==> config.mk <==
export PLATFORM = sky130hd
export DESIGN_NAME = fra_ctrl
export DESIGN_NICKNAME = d
export VERILOG_FILES = /design/src/rtl/fra_pkg.sv /design/src/rtl/fra_ctrl.sv
export VERILOG_INCLUDE_DIRS = /design/src /design/src/rtl
export SDC_FILE = /design/constraint.sdc
export NUM_CORES = 1
export LEC_CHECK = 0
export BUFFER_PORTS_ARGS = -buffer_cell sky130_fd_sc_hd__buf_2
export CORE_ASPECT_RATIO = 1.5
export CORE_MARGIN = 3
export CORE_UTILIZATION = 30
export CTS_CLUSTER_SIZE = 20
export DETAILED_ROUTE_END_ITERATION = 8
export MAX_ROUTING_LAYER = met4
export PLACE_DENSITY = 0.49
export SLEW_MARGIN = 20
export SYNTH_ARGS = -nofsm -noshare
export SYNTH_HDL_FRONTEND = slang
export SYNTH_SLANG_ARGS = --single-unit
export TNS_END_PERCENT = 100
==> constraint.sdc <==
create_clock -name clk -period 3.2 [get_ports clk]
set_input_delay 0.16 -clock clk [delete_from_list [all_inputs] [get_ports clk]]
set_output_delay 0.16 -clock clk [all_outputs]
set_load 0.01 [all_outputs]
==> src/rtl/frame_running_average_assert.svh <==
// assertion macros used by the frame running average controller
`ifndef FRAME_RUNNING_AVERAGE_ASSERT_SVH
`define FRAME_RUNNING_AVERAGE_ASSERT_SVH

// condition holds in the same cycle
`define FRA_ASSERT_IMP(lbl, ante, cons, msg) \
	lbl: assert property (@(posedge clk) disable iff (!arst_n) (ante) |-> (cons)) \
		else $error(msg);

// condition holds in the next cycle
`define FRA_ASSERT_NEXT(lbl, ante, cons, msg) \
	lbl: assert property (@(posedge clk) disable iff (!arst_n) (ante) |=> (cons)) \
		else $error(msg);

`endif

==> src/rtl/fra_pkg.sv <==
// shared constants and controller/datapath interface types for the running average
package fra_pkg;

	localparam int MAX_WINDOW_DEF = 16;
	localparam int MAX_ATOMS_DEF = 1024;
	localparam int COORD_BITS_DEF = 32;
	localparam int SUM_EXTRA = 4;
	localparam int LANES = 3;

	localparam int WIN_CFG_W = 5;
	localparam int ATOM_CFG_W = 11;
	localparam int CFG_DATA_W = 11;
	localparam int CFG_ADDR_W = 1;

	localparam int DEFAULT_WINDOW = 5;
	localparam int DEFAULT_ATOMS = 1;

	localparam logic [CFG_ADDR_W-1:0] REG_WINDOW_SIZE = 1'b0;
	localparam logic [CFG_ADDR_W-1:0] REG_ATOM_COUNT = 1'b1;

	typedef struct packed {
		logic load;
		logic upd;
		logic clr;
		logic div_step;
		logic out_load;
		logic subtract;
		logic last;
	} fra_cmd_t;

	typedef struct packed {
		logic out_busy;
	} fra_sts_t;

endpackage

==> src/rtl/fra_ctrl.sv <==
// controller: config registers, frame counters, sum clearing and item sequencing
`include "frame_running_average_assert.svh"

module fra_ctrl #(
	parameter int MAX_WINDOW = fra_pkg::MAX_WINDOW_DEF,
	parameter int MAX_ATOMS = fra_pkg::MAX_ATOMS_DEF,
	parameter int COORD_BITS = fra_pkg::COORD_BITS_DEF
) (
	input  logic clk,
	input  logic arst_n,
	input  logic cfg_we,
	input  logic [fra_pkg::CFG_ADDR_W-1:0] cfg_addr,
	input  logic [fra_pkg::CFG_DATA_W-1:0] cfg_wdata,
	input  logic s_tvalid,
	output logic s_tready,
	input  fra_pkg::fra_sts_t sts,
	output fra_pkg::fra_cmd_t cmd,
	output logic [((MAX_ATOMS > 1) ? $clog2(MAX_ATOMS) : 1)-1:0] sum_addr,
	output logic [((MAX_WINDOW * MAX_ATOMS > 1) ? $clog2(MAX_WINDOW * MAX_ATOMS) : 1)-1:0]
		hist_addr,
	output logic [(($clog2(MAX_WINDOW + 1) > fra_pkg::WIN_CFG_W) ?
		$clog2(MAX_WINDOW + 1) : fra_pkg::WIN_CFG_W) + 1 - 1:0] win
);

	localparam int IDX_W = (MAX_ATOMS > 1) ? $clog2(MAX_ATOMS) : 1;
	localparam int SLOT_W = (MAX_WINDOW > 1) ? $clog2(MAX_WINDOW) : 1;
	localparam int HADDR_W = (MAX_WINDOW * MAX_ATOMS > 1) ? $clog2(MAX_WINDOW * MAX_ATOMS) : 1;
	localparam int WIN_W = $clog2(MAX_WINDOW + 1);
	localparam int WA_W = ((WIN_W > fra_pkg::WIN_CFG_W) ? WIN_W : fra_pkg::WIN_CFG_W) + 1;
	localparam int CNT_W = $clog2(MAX_ATOMS + 1);
	localparam int AT_W = ((CNT_W > fra_pkg::ATOM_CFG_W) ? CNT_W : fra_pkg::ATOM_CFG_W) + 1;
	localparam int SUM_W = COORD_BITS + fra_pkg::SUM_EXTRA;
	localparam int DC_W = $clog2(SUM_W);
	localparam logic [DC_W-1:0] DC_LAST = DC_W'(SUM_W - 1);
	localparam logic [IDX_W-1:0] CLR_LAST = IDX_W'(MAX_ATOMS - 1);

	localparam int ST_W = 3;
	localparam logic [ST_W-1:0] ST_CLEAR = 3'd0;
	localparam logic [ST_W-1:0] ST_IDLE = 3'd1;
	localparam logic [ST_W-1:0] ST_CALC = 3'd2;
	localparam logic [ST_W-1:0] ST_DIV = 3'd3;
	localparam logic [ST_W-1:0] ST_OUT = 3'd4;

	logic [ST_W-1:0] state_q;
	logic [fra_pkg::WIN_CFG_W-1:0] win_cfg_q;
	logic [fra_pkg::ATOM_CFG_W-1:0] atom_cfg_q;
	logic [IDX_W-1:0] atom_q;
	logic [SLOT_W-1:0] slot_q;
	logic [HADDR_W-1:0] base_q;
	logic [WIN_W-1:0] seen_q;
	logic [IDX_W-1:0] clr_q;
	logic [DC_W-1:0] divc_q;
	logic emit_q;

	logic [WA_W-1:0] w_eff;
	logic [AT_W-1:0] n_eff;
	logic [WA_W-1:0] seen_inc;
	logic [WA_W-1:0] slot_inc;
	logic subtract_c;
	logic emit_c;
	logic end_c;
	logic wrap_c;
	logic accept;

	always_comb begin
		if (win_cfg_q == '0) begin
			w_eff = WA_W'(1);
		end else if (WA_W'(win_cfg_q) > WA_W'(MAX_WINDOW)) begin
			w_eff = WA_W'(MAX_WINDOW);
		end else begin
			w_eff = WA_W'(win_cfg_q);
		end
		if (atom_cfg_q == '0) begin
			n_eff = AT_W'(1);
		end else if (AT_W'(atom_cfg_q) > AT_W'(MAX_ATOMS)) begin
			n_eff = AT_W'(MAX_ATOMS);
		end else begin
			n_eff = AT_W'(atom_cfg_q);
		end
	end

	assign seen_inc = WA_W'(seen_q) + WA_W'(1);
	assign slot_inc = WA_W'(slot_q) + WA_W'(1);
	assign subtract_c = WA_W'(seen_q) >= w_eff;
	assign emit_c = seen_inc >= w_eff;
	assign wrap_c = slot_inc >= w_eff;
	assign end_c = (AT_W'(atom_q) + AT_W'(1)) >= n_eff;

	assign s_tready = state_q == ST_IDLE;
	assign accept = s_tvalid && s_tready;
	assign win = w_eff;
	assign hist_addr = base_q + HADDR_W'(atom_q);
	assign sum_addr = (state_q == ST_CLEAR) ? clr_q : atom_q;

	always_comb begin
		cmd.load = accept;
		cmd.upd = state_q == ST_CALC;
		cmd.clr = state_q == ST_CLEAR;
		cmd.div_step = state_q == ST_DIV;
		cmd.out_load = (state_q == ST_OUT) && !sts.out_busy;
		cmd.subtract = subtract_c;
		cmd.last = end_c;
	end

	// config writes
	always_ff @(posedge clk or negedge arst_n) begin
		if (!arst_n) begin
			win_cfg_q <= fra_pkg::WIN_CFG_W'(fra_pkg::DEFAULT_WINDOW);
			atom_cfg_q <= fra_pkg::ATOM_CFG_W'(fra_pkg::DEFAULT_ATOMS);
		end else if (cfg_we) begin
			unique case (cfg_addr)
				fra_pkg::REG_WINDOW_SIZE: win_cfg_q <= cfg_wdata[fra_pkg::WIN_CFG_W-1:0];
				fra_pkg::REG_ATOM_COUNT: atom_cfg_q <= cfg_wdata[fra_pkg::ATOM_CFG_W-1:0];
				default: ;
			endcase
		end
	end

	// frame position counters
	always_ff @(posedge clk or negedge arst_n) begin
		if (!arst_n) begin
			atom_q <= '0;
			slot_q <= '0;
			base_q <= '0;
			seen_q <= '0;
			emit_q <= 1'b0;
		end else if (accept) begin
			emit_q <= emit_c;
			if (end_c) begin
				atom_q <= '0;
				slot_q <= wrap_c ? '0 : slot_inc[SLOT_W-1:0];
				base_q <= wrap_c ? '0 : base_q + HADDR_W'(MAX_ATOMS);
				seen_q <= emit_c ? w_eff[WIN_W-1:0] : seen_inc[WIN_W-1:0];
			end else begin
				atom_q <= atom_q + IDX_W'(1);
			end
		end
	end

	// sequencer
	always_ff @(posedge clk or negedge arst_n) begin
		if (!arst_n) begin
			state_q <= ST_CLEAR;
			clr_q <= '0;
			divc_q <= '0;
		end else begin
			unique case (state_q)
				ST_CLEAR: begin
					clr_q <= clr_q + IDX_W'(1);
					if (clr_q == CLR_LAST) begin
						state_q <= ST_IDLE;
					end
				end
				ST_IDLE: begin
					if (accept) begin
						state_q <= ST_CALC;
					end
				end
				ST_CALC: begin
					divc_q <= '0;
					state_q <= emit_q ? ST_DIV : ST_IDLE;
				end
				ST_DIV: begin
					divc_q <= divc_q + DC_W'(1);
					if (divc_q == DC_LAST) begin
						state_q <= ST_OUT;
					end
				end
				ST_OUT: begin
					if (!sts.out_busy) begin
						state_q <= ST_IDLE;
					end
				end
				default: state_q <= ST_IDLE;
			endcase
		end
	end

	`FRA_ASSERT_NEXT(a_accept_calc, s_tvalid && s_tready, state_q == ST_CALC, "accepted word did not start update")
	`FRA_ASSERT_IMP(a_load_free, cmd.out_load, !sts.out_busy, "result loaded over pending word")
	`FRA_ASSERT_IMP(a_seen_max, state_q != ST_CLEAR, WA_W'(seen_q) <= WA_W'(MAX_WINDOW), "frame count past window limit")
	`FRA_ASSERT_NEXT(a_div_done, (state_q == ST_DIV) && (divc_q == DC_LAST), state_q == ST_OUT, "divide did not finish")

endmodule

**After elaboration in Yosys (flattened, before gate mapping)**

Index checks and enable logic that the tools add are counted.

- Add/sub/neg operators: 8
- Multiply operators: 0
- Div/mod/pow operators: 0
- $lt $le $gt $ge: 6
- Eq/ne operators: 10
- Shift operators: 0
- Muxes and demuxes: 16
- Bitwise logic cells: 1
- Reduce and logical (&&, ||, !) cells: 11

Operators by type and width:

| kind | number |
|---|---|
| 11-bit two-way mux | 2 |
| 10-bit by 1-bit adder with 10-bit output (second input constant) | 2 |
| 10-bit two-way mux | 2 |
| 3-bit one-hot mux with 5 select lines | 1 |
| 14-bit by 10-bit adder with 14-bit output | 1 |
| 14-bit by 11-bit adder with 14-bit output (second input constant) | 1 |
| 14-bit two-way mux | 1 |
| 11-bit by 12-bit greater-or-equal comparator with 1-bit output | 1 |
| 5-bit by 6-bit greater-or-equal comparator with 1-bit output | 2 |
| 3-bit two-way mux | 4 |
| 6-bit one-hot mux with 2 select lines | 1 |
| 10-bit by 1-bit adder with 11-bit output (second input constant) | 1 |
| 11-bit > comparator (second input constant) | 1 |
| 11-bit logical NOT | 1 |
| 10-bit == test (second input constant) | 1 |
| 5-bit two-way mux | 2 |
| 5-bit by 1-bit adder with 6-bit output (second input constant) | 1 |
| 6-bit by 1-bit adder with 6-bit output (second input constant) | 1 |
| 3-bit by 2-bit == test with 1-bit output (second input constant) | 2 |
| 6-bit == test (second input constant) | 1 |
| 6-bit greater-or-equal comparator | 1 |
| 6-bit two-way mux | 1 |
| 2-bit by 1-bit != test with 1-bit output (second input constant) | 3 |
| 2-bit AND reduction | 3 |
| 14 further kinds | 15 |

- Register bits: 69
- Bits in latches: 0
- Bits in writable memories: 0
- Bits in read-only memories: 0
- Input port bits: 17
- Output and inout bits: 38
- Logic and storage cells: 62
- Memories: 0

**Logic depth before layout (Yosys ltp)**

Gate-level depths: netlist of run 1.

- Depth after elaboration: 5
- Mapped depth: 13
- Depth with buffers taken out: 11

**Worst setup path after synthesis of run 1**

OpenSTA, ideal clock, no wires.

- Path type: register to register
- From: reg atom_q[2]
- To: reg seen_q[0]
- Library setup time: 0.138 ns
- Arrival time: 2.389 ns
- Required time: 3.062 ns
- Setup slack: 0.673 ns
- Cell stages (with the launch flop): 14
- Buffers on the path: 2
- Period minus slack after synthesis: 2.527 ns
- Cells stage by stage: dfrtp_1 -> buf_2 -> and3_1 -> nand3_1 -> nor2_1 -> xor2_1 -> ha_1 -> a21oi_1 -> o211ai_2 -> a211oi_4 -> inv_2 -> buf_6 -> o2111ai_1 -> o311ai_1

- Cells in the longest elaborated chain, start to end: 3

Ends and longest elaborated chain:

| element | line | source |
|---|---|---|
| start: declaration | fra_ctrl.sv:47 | `logic [IDX_W-1:0] atom_q;` |
| start signal: assignment | fra_ctrl.sv:135 | `atom_q <= atom_q + IDX_W'(1);` |
| 10-bit by 1-bit adder with 11-bit output | fra_ctrl.sv:87 | `assign end_c = (AT_W'(atom_q) + AT_W'(1)) >= n_eff;` |
| 11-bit by 12-bit greater-or-equal comparator with 1-bit output | fra_ctrl.sv:87 |  |
| named net end_c | fra_ctrl.sv:61 | `logic end_c;` |
| 2-bit AND reduction (no source line) | -- |  |
| end signal: assignment | fra_ctrl.sv:133 | `seen_q <= emit_c ? w_eff[WIN_W-1:0] : seen_inc[WIN_W-1:0];` |
| end: declaration | fra_ctrl.sv:50 | `logic [WIN_W-1:0] seen_q;` |

The timed path passes the listed nets, and every way through them passes these cells.
A chain may end at the register's enable or synchronous reset.

==> flow_summary.json, run 1 <==
{
  "crit_buf_inv": 2,
  "finalSetupViolCount": 0,
  "htreeDepth": 3,
  "synth_warnings": 0,
  "ys_seq_area_share_pct": 38.71,
  "max_cap_violations": 0,
  "clockPowerShare_pct": 25.3,
  "cpMaxStageDelayCell": "dfrtp_1",
  "outcome": "completed",
  "rsz0062_at_grt": "false",
  "root_buffer": "clkbuf_16",
  "maxSlewViolCount": 0,
  "grt_start_max_net_pins": 41,
  "finalWorstSetupSlack_ns": 0.2875,
  "cts_tree": "built",
  "maxSlewHeadroom_pct": 62.44,
  "path_cells": "and3_1, nand3_1, nor2_1, xor2_1, ha_1, a21oi_1, o211ai_2, a211oi_4, inv_2, buf_2",
  "fmax_mhz": 343.3,
  "layout-drive-gt1-share_pct": 27.98,
  "synth_cells": 394,
  "ant_nets": 0,
  "cts_made_buffers": 9,
  "antenna_cells": 0,
  "dp_hpwl_um": 7015,
  "fin_crit_ns": 2.913,
  "coreArea_um2": 12200,
  "end_kind": "primary output",
  "syn_nets": 443,
  "die_w_um": 98.18,
  "ys.flop_type": "dfrtp_1",
  "p_sw_share_pct": 40.34,
  "fin_util_pct": 36.42,
  "area.growth.synth_to_final_pct": 16.20,
  "cp-start-kind": "register",
  "synth_edf_count": 0,
  "clk_path_buf_depth": 2,
  "p_switching_mw": 1.423,
  "seq_power_share_pct": 33.2,
  "hold_class": "in -> reg",
  "crit_required_ns": 3.04,
  "antenna_found_initial": 0,
  "drcViolationCount": 0,
  "grt_util_all_layers_pct": 14.31,
  "fillers": 1256,
  "grt_pass1_vias": 3164,
  "gr-usage-met1_pct": 15.56,
  "synth-seq-cells": 59,
  "first_pass_iters": 5,
  "vias": 2997,
  "grtUsageMet3_pct": 3.909,
  "worstMarginPinSlew_ns": 0.5582,
  "wl_per_cell_um": 15.31,
  "p_int_mw": 2.104,
  "design_area_um2": 4443,
  "synthDistinctLibCells": 57,
  "pwr-share-comb_pct": 41.5,
  "worstPathArrival_ns": 2.75,
  "place.gp.congestion": 0.8681,
  "wl_um": 9020,
  "nNetsFinal": 480,
  "grt_most_used_layer": "met2",
  "cp_max_fo": 12,
  "r2r_slack_ns": 0.35,
  "critPathMaxStageDelay_ns": 0.44,
  "io_pins": 55,
  "drt_iter0_markers": 85,
  "met2_usage_pct": 24.87,
  "start_util_pct": 31.34,
  "async_reset_ff_share_pct": 100.0,
  "die-height_um": 144.3,
  "synth_area_um2": 3824,
  "path_clk_slew_ns": 0.05,
  "tns_ns": 0,
  "finClkSkew_ns": 0.006677,
  "io_buffers": 53,
  "final-hold-violation-count": 0,
  "viasPerCell": 5.088,
  "peakVddDrop_mv": 0.2535,
  "dieArea_um2": 14160,
  "clock_sinks": 59,
  "cp_top_family": "simple AND/OR/NAND/NOR gates",
  "leakage_nw": 2.098,
  "post-route-period-util_pct": 91.02,
  "placementRows": 49,
  "insertion_delay_ns": 0.33,
  "grt_first_pass_wirelength_um": 15610,
  "synth.avg_cell_area_um2": 9.705,
  "grt.overflow.total": 0,
  "p_per_area_nw_per_um2": 793.7,
  "place_area_um2": 4143,
  "pre_cts_slack_ns": 0.3260,
  "worst-setup-path-type": "reg -> out"
}
[state kept, by name, summed over array words and instances (netlist names)]
| signal | cells |
|---|---|
| atom_cfg_q | 11 |
| atom_q | 10 |
| clr_q | 10 |
| divc_q | 6 |
| seen_q | 5 |
| win_cfg_q | 5 |
| base_q | 4 |
| slot_q | 4 |
| state_q | 3 |
| emit_q | 1 |
[cells in the mapped netlist, drive strengths merged, types with 2 or more instances]
master | count | share of area (%)
xor2 | 8 | 1.8
nand2b | 9 | 1.7
nand4 | 7 | 1.1
a22o | 6 | 1.4
o2bb2ai | 3 | 1.2
o21ai | 23 | 3.1
a31oi | 2 | 0.33
o311ai | 3 | 0.69
a211oi | 3 | 0.92
buf | 16 | 2.8
a31o | 3 | 0.69
nor4 | 2 | 0.33
nand3 | 22 | 3.0
a21o | 7 | 1.4
ha | 32 | 10
mux2 | 27 | 8.0
xnor2 | 14 | 3.2
nor2b | 3 | 0.49
dfstp | 3 | 2.1
a21oi | 8 | 1.0
o211ai | 7 | 1.5
inv | 14 | 1.4
a32oi | 2 | 0.46
and2 | 3 | 0.49
o31ai | 4 | 0.79
dfrtp | 56 | 37
clkbuf | 18 | 1.8
nor3 | 11 | 2.0
nor2 | 18 | 1.8
nand2 | 44 | 4.4
and3 | 5 | 0.82
[cells by family (layout without fill, tap and decap cells)]
| group | after synthesis | count (layout) | share of synthesized area [%] |
|---|---|---|---|
| other | 1 | 1 | 0.09807 |
| DFF | 59 | 59 | 38.71 |
| muxes | 28 | 28 | 8.213 |
| adders and majority gates | 32 | 32 | 10.47 |
| buffers and inverters | 49 | 91 | 6.053 |
| AOI/OAI and AO/OA | 74 | 74 | 14.14 |
| xor gates and xnor gates | 22 | 22 | 5.039 |
| and+or+nand+nor | 129 | 129 | 17.28 |
[cells in the final DEF, fill, tap and decap left out, drive strengths merged, types with 8 or more instances in the layout]
cell	count
xor2	8
dfrtp	56
a21oi	8
clkbuf	10
nor3	11
o21ai	23
nand2	44
nand2b	9
mux2	27
nor2	18
xnor2	14
inv	14
nand3	22
ha	32
buf	59
[stage by stage]
step	power (mW)	hold slack [ns]	cells
after floorplan	2.271	-0.1356	394
after global placement	2.642	0.1310	571
after detailed placement	2.665	0.1411	571
after CTS	3.578	0.04873	588
after global routing	3.864	0.05932	589
final	3.526	0.05888	589
[final timing paths]
path / cells after the start / startpoint / end
worst min-delay path: 2 / cfg_wdata[10] / atom_cfg_q[10]
max in group asynchronous: 3 / arst_n / win_cfg_q[2]
worst min register to register: 1 / clr_q[8] / clr_q[8]
min in group asynchronous: 2 / arst_n / clr_q[8]
worst max-delay path: 10 / atom_q[3] / cmd[0]
worst max register to register: 11 / atom_q[3] / base_q[12]
[worst reg2reg max path, cell delays in order (launching register included)]
cell and delay (ns):
dfrtp_1 0.44, and3_1 0.23, nand3_1 0.19, nor2_1 0.19, xnor2_1 0.11, ha_1 0.32, nand3_2 0.13, nor3_2 0.26
a211oi_4 0.11, buf_4 0.20, or3_4 0.44, o2bb2ai_2 0.14
[what timing repair did]
| action | CTS | global route |
|---|---|---|
| setup buffers | 0 | 1 |
| setup endpoints to repair | 0 | 1 |
| endpoints found under the hold margin | 18 | 0 |
| gates resized for setup | 0 | 1 |
| hold buffers | 1 | 0 |
[metal layers]
| metal | part of all wire, % | up-vias |
|---|---|---|
| met5 | 0 | - |
| met4 | 1.9 | 0 |
| met3 | 4.0 | 13 |
| met2 | 52 | 49 |
| met1 | 42 | 1469 |
| li1 | - | 1466 |
[area by class of cell]
class,count,area (µm²),share of cell area [%]
repair buffers,60,320.3,7.209
clock inverters,6,41.29,0.9293
clock buffers,10,239.0,5.379
flip-flops and latches,59,1480,33.31
inverters,15,56.30,1.267
multi-input cells,286,2115,47.59
well taps,153,191.4,4.309
[power groups by stage]
stage	combinational, mW	sequential, mW	clock [mW]
global route	1.69	1.21	0.966
detailed placement	1.48	1.18	0
CTS	1.49	1.17	0.918
global placement	1.46	1.18	0
finish	1.46	1.17	0.893
floorplan	1.18	1.09	0
No activity file was read; power rests on OpenSTA's default activity.
==> run 2, diff against run 1 <==
--- a/config.mk
+++ b/config.mk
@@ -6,6 +6,7 @@
 export SDC_FILE = /design/constraint.sdc
 export NUM_CORES = 1
 export LEC_CHECK = 0
+export ABC_AREA = 1
 export BUFFER_PORTS_ARGS = -buffer_cell sky130_fd_sc_hd__buf_2
 export CORE_ASPECT_RATIO = 1.5
 export CORE_MARGIN = 3
==> run 2 against run 1 <==
Sequential share of layout area is 0.68 points lower. Synthesized cell count increased by 32%. First-iteration DRC count increased by 26%. Fmax decreased by 2.0%. Register-to-register slack gained 0.03 ns. Count of clock-buffer cells in the layout rose by 4. Clock skew fell by 0.0011 ns. Utilization decreased by 0.32 points. Global-route usage decreased by 0.67 points. Critical path depth rose by 3. Routed wire length fell by 0.75%. Critical path type unchanged.
==> flow_summary.json, run 2 <==
{
  "outcome": "completed",
  "hold_class": "in -> reg",
  "worstMarginPinSlew_ns": 0.6789,
  "whs_endpoint": "atom_cfg_q[8]",
  "finClkSkew_ns": 0.005537,
  "wl_met3_um": 372,
  "synth-simple-area-share_pct": 28.81,
  "synthAdderAreaFrac_pct": 10.28,
  "antenna_cells": 0,
  "viasPerCell": 4.571,
  "design_area_um2": 4539,
  "largest_reg_flops": 11,
  "vias": 3300,
  "worstReg2RegStart": "atom_cfg_q[1]",
  "synth_top_area_share_pct": 35.97,
  "synth_top_area_cell": "dfrtp_1",
  "grt_util_all_layers_pct": 13.65,
  "peakVddDrop_mv": 0.2683,
  "p_per_area_nw_per_um2": 677.2,
  "synth_area_um2": 3896,
  "drt-met1-wl_um": 3933,
  "ys.flop_type": "dfrtp_1",
  "max_cap_violations": 0,
  "cpMaxStageDelayCell": "dfrtp_1",
  "grt_start_max_net_pins": 45,
  "routed.top_layer": "met4",
  "placementRows": 50,
  "wl_um": 8952,
  "start_util_pct": 30.99,
  "tns_ns": 0,
  "antenna_found_initial": 0,
  "cp_common_cell": "nand2_1",
  "top_register": "atom_cfg_q",
  "synthDistinctLibCells": 38,
  "grt_pass1_vias": 3301,
  "worst-setup-path-type": "reg -> out",
  "fmax_mhz": 336.5,
  "critPathMaxStageDelay_ns": 0.38,
  "cts_setup_buffers": 0,
  "maxSlewHeadroom_pct": 54.49,
  "muxShareOfSynthArea_pct": 1.445,
  "final_common_cell": "nand2_1",
  "end_kind": "primary output",
  "yosysMostFrequentCell": "nand2_1",
  "synth_warnings": 0,
  "nNetsFinal": 610,
  "final_cell_mix": "173 x nand2_1, 62 x inv_1, 55 x dfrtp_1, 52 x buf_2, 33 x nor2_1",
  "drt_iter0_markers": 107,
  "ys_seq_area_share_pct": 37.99,
  "synth_cells": 519,
  "cp_max_fo": 8,
  "first_pass_iters": 4,
  "io_buffers": 53,
  "hold_start": "cfg_wdata[8]",
  "pre_cts_slack_ns": 0.3320,
  "path_clk_slew_ns": 0.05,
  "synth_compound_area_share_pct": 7.033,
  "post-route-period-util_pct": 92.87,
  "clock_sinks": 59,
  "top_regs": "atom_cfg_q (11), atom_q (10), clr_q (10)",
  "grt_first_pass_wirelength_um": 15370,
  "dieArea_um2": 14420,
  "die-height_um": 145.6,
  "place_area_um2": 4245,
  "leakage_nw": 2.474,
  "met2_length_um": 4427,
  "rr_worst_depth": 15,
  "fin_crit_ns": 2.972,
  "synth_top_family_by_area": "simple AND/OR/NAND/NOR gates",
  "synthTopCellsByArea": "dfrtp_1 36%, nand2_1 17%, ha_1 10%",
  "coreArea_um2": 12570,
  "maxSlewViolCount": 0,
  "wl_per_cell_um": 12.40,
  "finalWorstSetupSlack_ns": 0.2281,
  "setup.worst_path.start": "atom_cfg_q[1]",
  "dp_hpwl_um": 6939,
  "synth-seq-cells": 59,
  "drcViolationCount": 0,
  "synth.avg_cell_area_um2": 7.507,
  "synth_edf_count": 0,
  "area.growth.synth_to_final_pct": 16.51,
  "place.gp.congestion": 0.7936,
  "clk_path_buf_depth": 2,
  "synth_xor_area_share_pct": 4.721,
  "layout-drive-gt1-share_pct": 16.61,
  "finalSetupViolCount": 0,
  "syn_nets": 568,
  "synth_common_cells": "173 x nand2_1, 62 x inv_1, 56 x dfrtp_1, 33 x nor2_1, 32 x ha_1",
  "insertion_delay_ns": 0.33,
  "root_buffer": "clkbuf_16",
  "r2r_slack_ns": 0.38,
  "ant_nets": 0,
  "die_w_um": 99.05,
  "rr_endpoint": "slot_q[1]",
  "grt.overflow.total": 0,
  "worstPathArrival_ns": 2.81,
  "cts_made_buffers": 9,
  "hold_depth": 2,
  "async_reset_ff_share_pct": 100.0,
  "crit_required_ns": 3.04,
  "cp-start-kind": "register",
  "htreeDepth": 3,
  "path_cells": "or2_2, nor4_2, nand3_1, nand2_1, nand2_1, ha_1, nand2_1, nor2_1, nand2_1, nor2_1, nand2_1, nand2_2, buf_2",
  "cts_tree": "built",
  "final-hold-violation-count": 0,
  "io_pins": 55
}
run 2: where the power goes:
part / leakage (nW) / internal (mW) / switching [mW] / total (mW)
sequential: 0.769 / 0.885 / 0.164 / 1.05
combinational: 1.57 / 0.415 / 0.720 / 1.14
clock: 0.137 / 0.563 / 0.326 / 0.889
total: 2.47 / 1.86 / 1.21 / 3.07
run 2: what timing repair did:
| action | CTS | global route |
|---|---|---|
| setup endpoints to repair | 0 | 4 |
| resized for setup | 0 | 2 |
| hold buffers | 0 | 1 |
| endpoints found under the hold margin | 0 | 40 |
run 2: how the worst max path moves through the flow:
stage / end / slack [ns] / cells after the start
CTS: cmd[0] / 0.15 / 13
floorplan: seen_q[2] / 0.69 / 16
global placement: base_q[11] / 0.49 / 15
global route: cmd[0] / -0.07 / 13
finish: cmd[0] / 0.23 / 13
detailed placement: slot_q[1] / 0.33 / 15
run 2: cell families (layout without fill, tap and decap cells):
kind of cell,Yosys count,after routing
other,1,1
AND/OR/NAND/NOR,263,263
XOR/XNOR,21,21
buffers and inverters,90,137
multiplexers,5,5
flip-flops,59,59
AO/OA/AOI/OAI,48,48
adder cells (fa/ha/maj),32,32
run 2: metrics by stage:
stage,util [%],total power [mW],hold slack [ns],cells
2_1_floorplan,-,1.892,-0.1356,519
3_3_place_gp,33.76,2.190,0.3942,705
3_5_place_dp,33.76,2.211,0.3997,705
4_1_cts,35.94,3.125,0.04881,721
5_1_grt,36.10,3.359,0.05345,722
6_report,36.10,3.074,0.06291,722
run 2: layout make-up:
| cell class | instances | area, µm² |
|---|---|---|
| Multi-Input combinational cell | 370 | 2052 |
| Inverter | 65 | 244.0 |
| Timing Repair Buffer | 56 | 292.8 |
| Clock buffer | 14 | 264.0 |
| Fill cell | 1363 | 8035 |
| Tap cell | 156 | 195.2 |
| Sequential cell | 59 | 1481 |
| Clock inverter | 2 | 10.01 |
run 2: critical path: cells and delay by family (launching register included):
kind | cells | cell delay [ns]
flip-flops | 1 | 0.38
adder cells (fa/ha/maj) | 1 | 0.30
AND/OR/NAND/NOR | 11 | 1.63
buffers and inverters | 1 | 0.16
run 2: per-layer routing:
layer,GRT usage [%],up-vias
li1,-,1719
met1,15.41,1522
met2,22.48,45
met3,3.645,14
met4,5.947,0
met5,-,-
==> run 3, diff against run 2 <==
--- a/config.mk
+++ b/config.mk
@@ -10,11 +10,11 @@
 export BUFFER_PORTS_ARGS = -buffer_cell sky130_fd_sc_hd__buf_2
 export CORE_ASPECT_RATIO = 1.5
 export CORE_MARGIN = 3
-export CORE_UTILIZATION = 30
+export CORE_UTILIZATION = 54
 export CTS_CLUSTER_SIZE = 20
 export DETAILED_ROUTE_END_ITERATION = 8
 export MAX_ROUTING_LAYER = met4
-export PLACE_DENSITY = 0.49
+export PLACE_DENSITY = 0.78
 export SLEW_MARGIN = 20
 export SYNTH_ARGS = -nofsm -noshare
 export SYNTH_HDL_FRONTEND = slang
==> run 3 against run 2 <==
First-iteration DRC count is 76% higher. Routed wire length is 10% lower. Sequential power hardly changed. Critical path type unchanged. Critical endpoint unchanged. Highest routed layer unchanged.
==> flow_summary.json, run 3 (synthesis results as in run 2) <==
{
  "outcome": "completed",
  "fmax_mhz": 342.9,
  "largest_reg_flops": 11,
  "cp-start-kind": "register",
  "maxSlewViolCount": 0,
  "wl_per_cell_um": 12.51,
  "nNetsFinal": 610,
  "antenna_found_initial": 0,
  "viasPerCell": 5.161,
  "drt_iter0_markers": 188,
  "rsz0062_at_grt": "false",
  "fin_crit_ns": 2.917,
  "p_per_area_nw_per_um2": 647.2,
  "area.growth.synth_to_final_pct": 11.79,
  "crit_required_ns": 3.04,
  "grt.overflow.total": 0,
  "rr_endpoint": "slot_q[2]",
  "p_total_mw": 2.819,
  "worst-setup-path-type": "reg -> out",
  "maxSlewHeadroom_pct": 49.22,
  "grt_first_pass_wirelength_um": 13630,
  "htreeDepth": 3,
  "rr_worst_depth": 15,
  "cts_tree": "built",
  "die-height_um": 110.0,
  "place.gp.congestion": 0.9598,
  "post-route-period-util_pct": 91.15,
  "finalSetupViolCount": 0,
  "grt_start_max_net_pins": 35,
  "final-hold-violation-count": 0,
  "layout-drive-gt1-share_pct": 16.61,
  "hold_start": "cfg_wdata[9]",
  "fin_util_pct": 62.72,
  "cp_max_fo": 8,
  "grt_pass1_vias": 3178,
  "hold_class": "in -> reg",
  "top_regs": "atom_cfg_q (11), atom_q (10), clr_q (10)",
  "path_clk_slew_ns": 0.06,
  "coreArea_um2": 6944,
  "whs_endpoint": "atom_cfg_q[9]",
  "wl_um": 8056,
  "place_area_um2": 4148,
  "worstMarginPinSlew_ns": 0.7618,
  "final_cell_mix": "173 x nand2_1, 62 x inv_1, 56 x dfrtp_1, 53 x buf_2, 33 x nor2_1",
  "dp_hpwl_um": 6315,
  "insertion_delay_ns": 0.33,
  "root_buffer": "clkbuf_8",
  "max_cap_violations": 0,
  "design_area_um2": 4355,
  "top_register": "atom_cfg_q",
  "placementRows": 37,
  "cts_setup_buffers": 0,
  "worstReg2RegStart": "atom_cfg_q[1]",
  "io_pins": 55,
  "dieArea_um2": 8292,
  "antenna_cells": 0,
  "clock_sinks": 59,
  "cts_made_buffers": 9,
  "die_w_um": 75.36,
  "leakage_nw": 2.437,
  "r2r_slack_ns": 0.42,
  "final_common_cell": "nand2_1",
  "vias": 3324,
  "drcViolationCount": 0,
  "timing.hold.ws_ns": 0.06010,
  "io_buffers": 53,
  "finClkSkew_ns": 0.009646,
  "hold_depth": 2,
  "ant_nets": 0,
  "peakVddDrop_mv": 0.2867,
  "grt_util_all_layers_pct": 21.79,
  "clk_path_buf_depth": 2,
  "start_util_pct": 56.11,
  "first_pass_iters": 5,
  "tns_ns": 0,
  "end_kind": "primary output",
  "worstPathArrival_ns": 2.76
}
-- run 3: cell count changes in the layout (fill, tap and decap cells not counted) --
cell	previous run	this run
dfrtp_1	55	56
buf_2	52	53
buf_4	3	2
clkbuf_16	9	0
dfrtp_2	1	0
clkbuf_1	3	2
clkbuf_8	2	13
clkinv_2	2	1
-- run 3: worst max-delay path by stage --
stage                 end  slack [ns]  cells after the start     startpoint
4_1_cts            cmd[0]        0.22                     13  atom_cfg_q[1]
2_1_floorplan   seen_q[2]        0.69                     16  atom_cfg_q[0]
6_report           cmd[0]        0.28                     13  atom_cfg_q[1]
5_1_grt            cmd[0]        0.04                     13  atom_cfg_q[1]
3_3_place_gp   base_q[11]        0.54                     15  atom_cfg_q[0]
3_5_place_dp    slot_q[2]        0.41                     15  atom_cfg_q[1]
-- run 3: layout make-up --
cell class	count	area, µm²
fillers	618	2589
clock buffers	15	186.4
inverters	65	244.0
repair buffers	56	290.3
well taps	78	97.59
multi-input cells	370	2052
clock inverters	1	5.005
flip-flops and latches	59	1480
-- run 3: repair_timing --
action,in CTS,in global routing
gates resized for setup,0,1
hold buffers,1,0
endpoints found under the setup margin,0,1
hold endpoints to repair,33,0
-- run 3: critical path, stage by stage (launching register included) --
cell	delay, ns
dfrtp_1	0.39
or2_2	0.28
nor4_2	0.27
nand3_1	0.11
nand2_1	0.21
nand2_1	0.09
ha_1	0.30
nand2_1	0.06
nor2_1	0.12
nand2_1	0.08
nor2_1	0.09
nand2_1	0.12
nand2_2	0.14
buf_2	0.16
-- run 3: stage by stage --
stage	worst slack (ns)	cells
2_1_floorplan	0.6884	519
3_3_place_gp	0.5415	627
3_5_place_dp	0.4122	627
4_1_cts	0.2232	644
5_1_grt	0.04342	644
6_report	0.2833	644
-- run 3: power by group --
| part | total, mW | internal (mW) | switching, mW |
|---|---|---|---|
| logic | 1.14 | 0.419 | 0.718 |
| registers | 1.04 | 0.883 | 0.161 |
| clock network | 0.639 | 0.365 | 0.273 |
| total | 2.82 | 1.67 | 1.15 |
-- run 3: routing by layer --
metal	vias to the layer above	GRT usage, %	wire [µm]
met5	-	-	0
met4	0	8.125	184
met3	19	5.626	351
met2	85	36.34	4115
met1	1514	24.82	3405
li1	1706	-	-
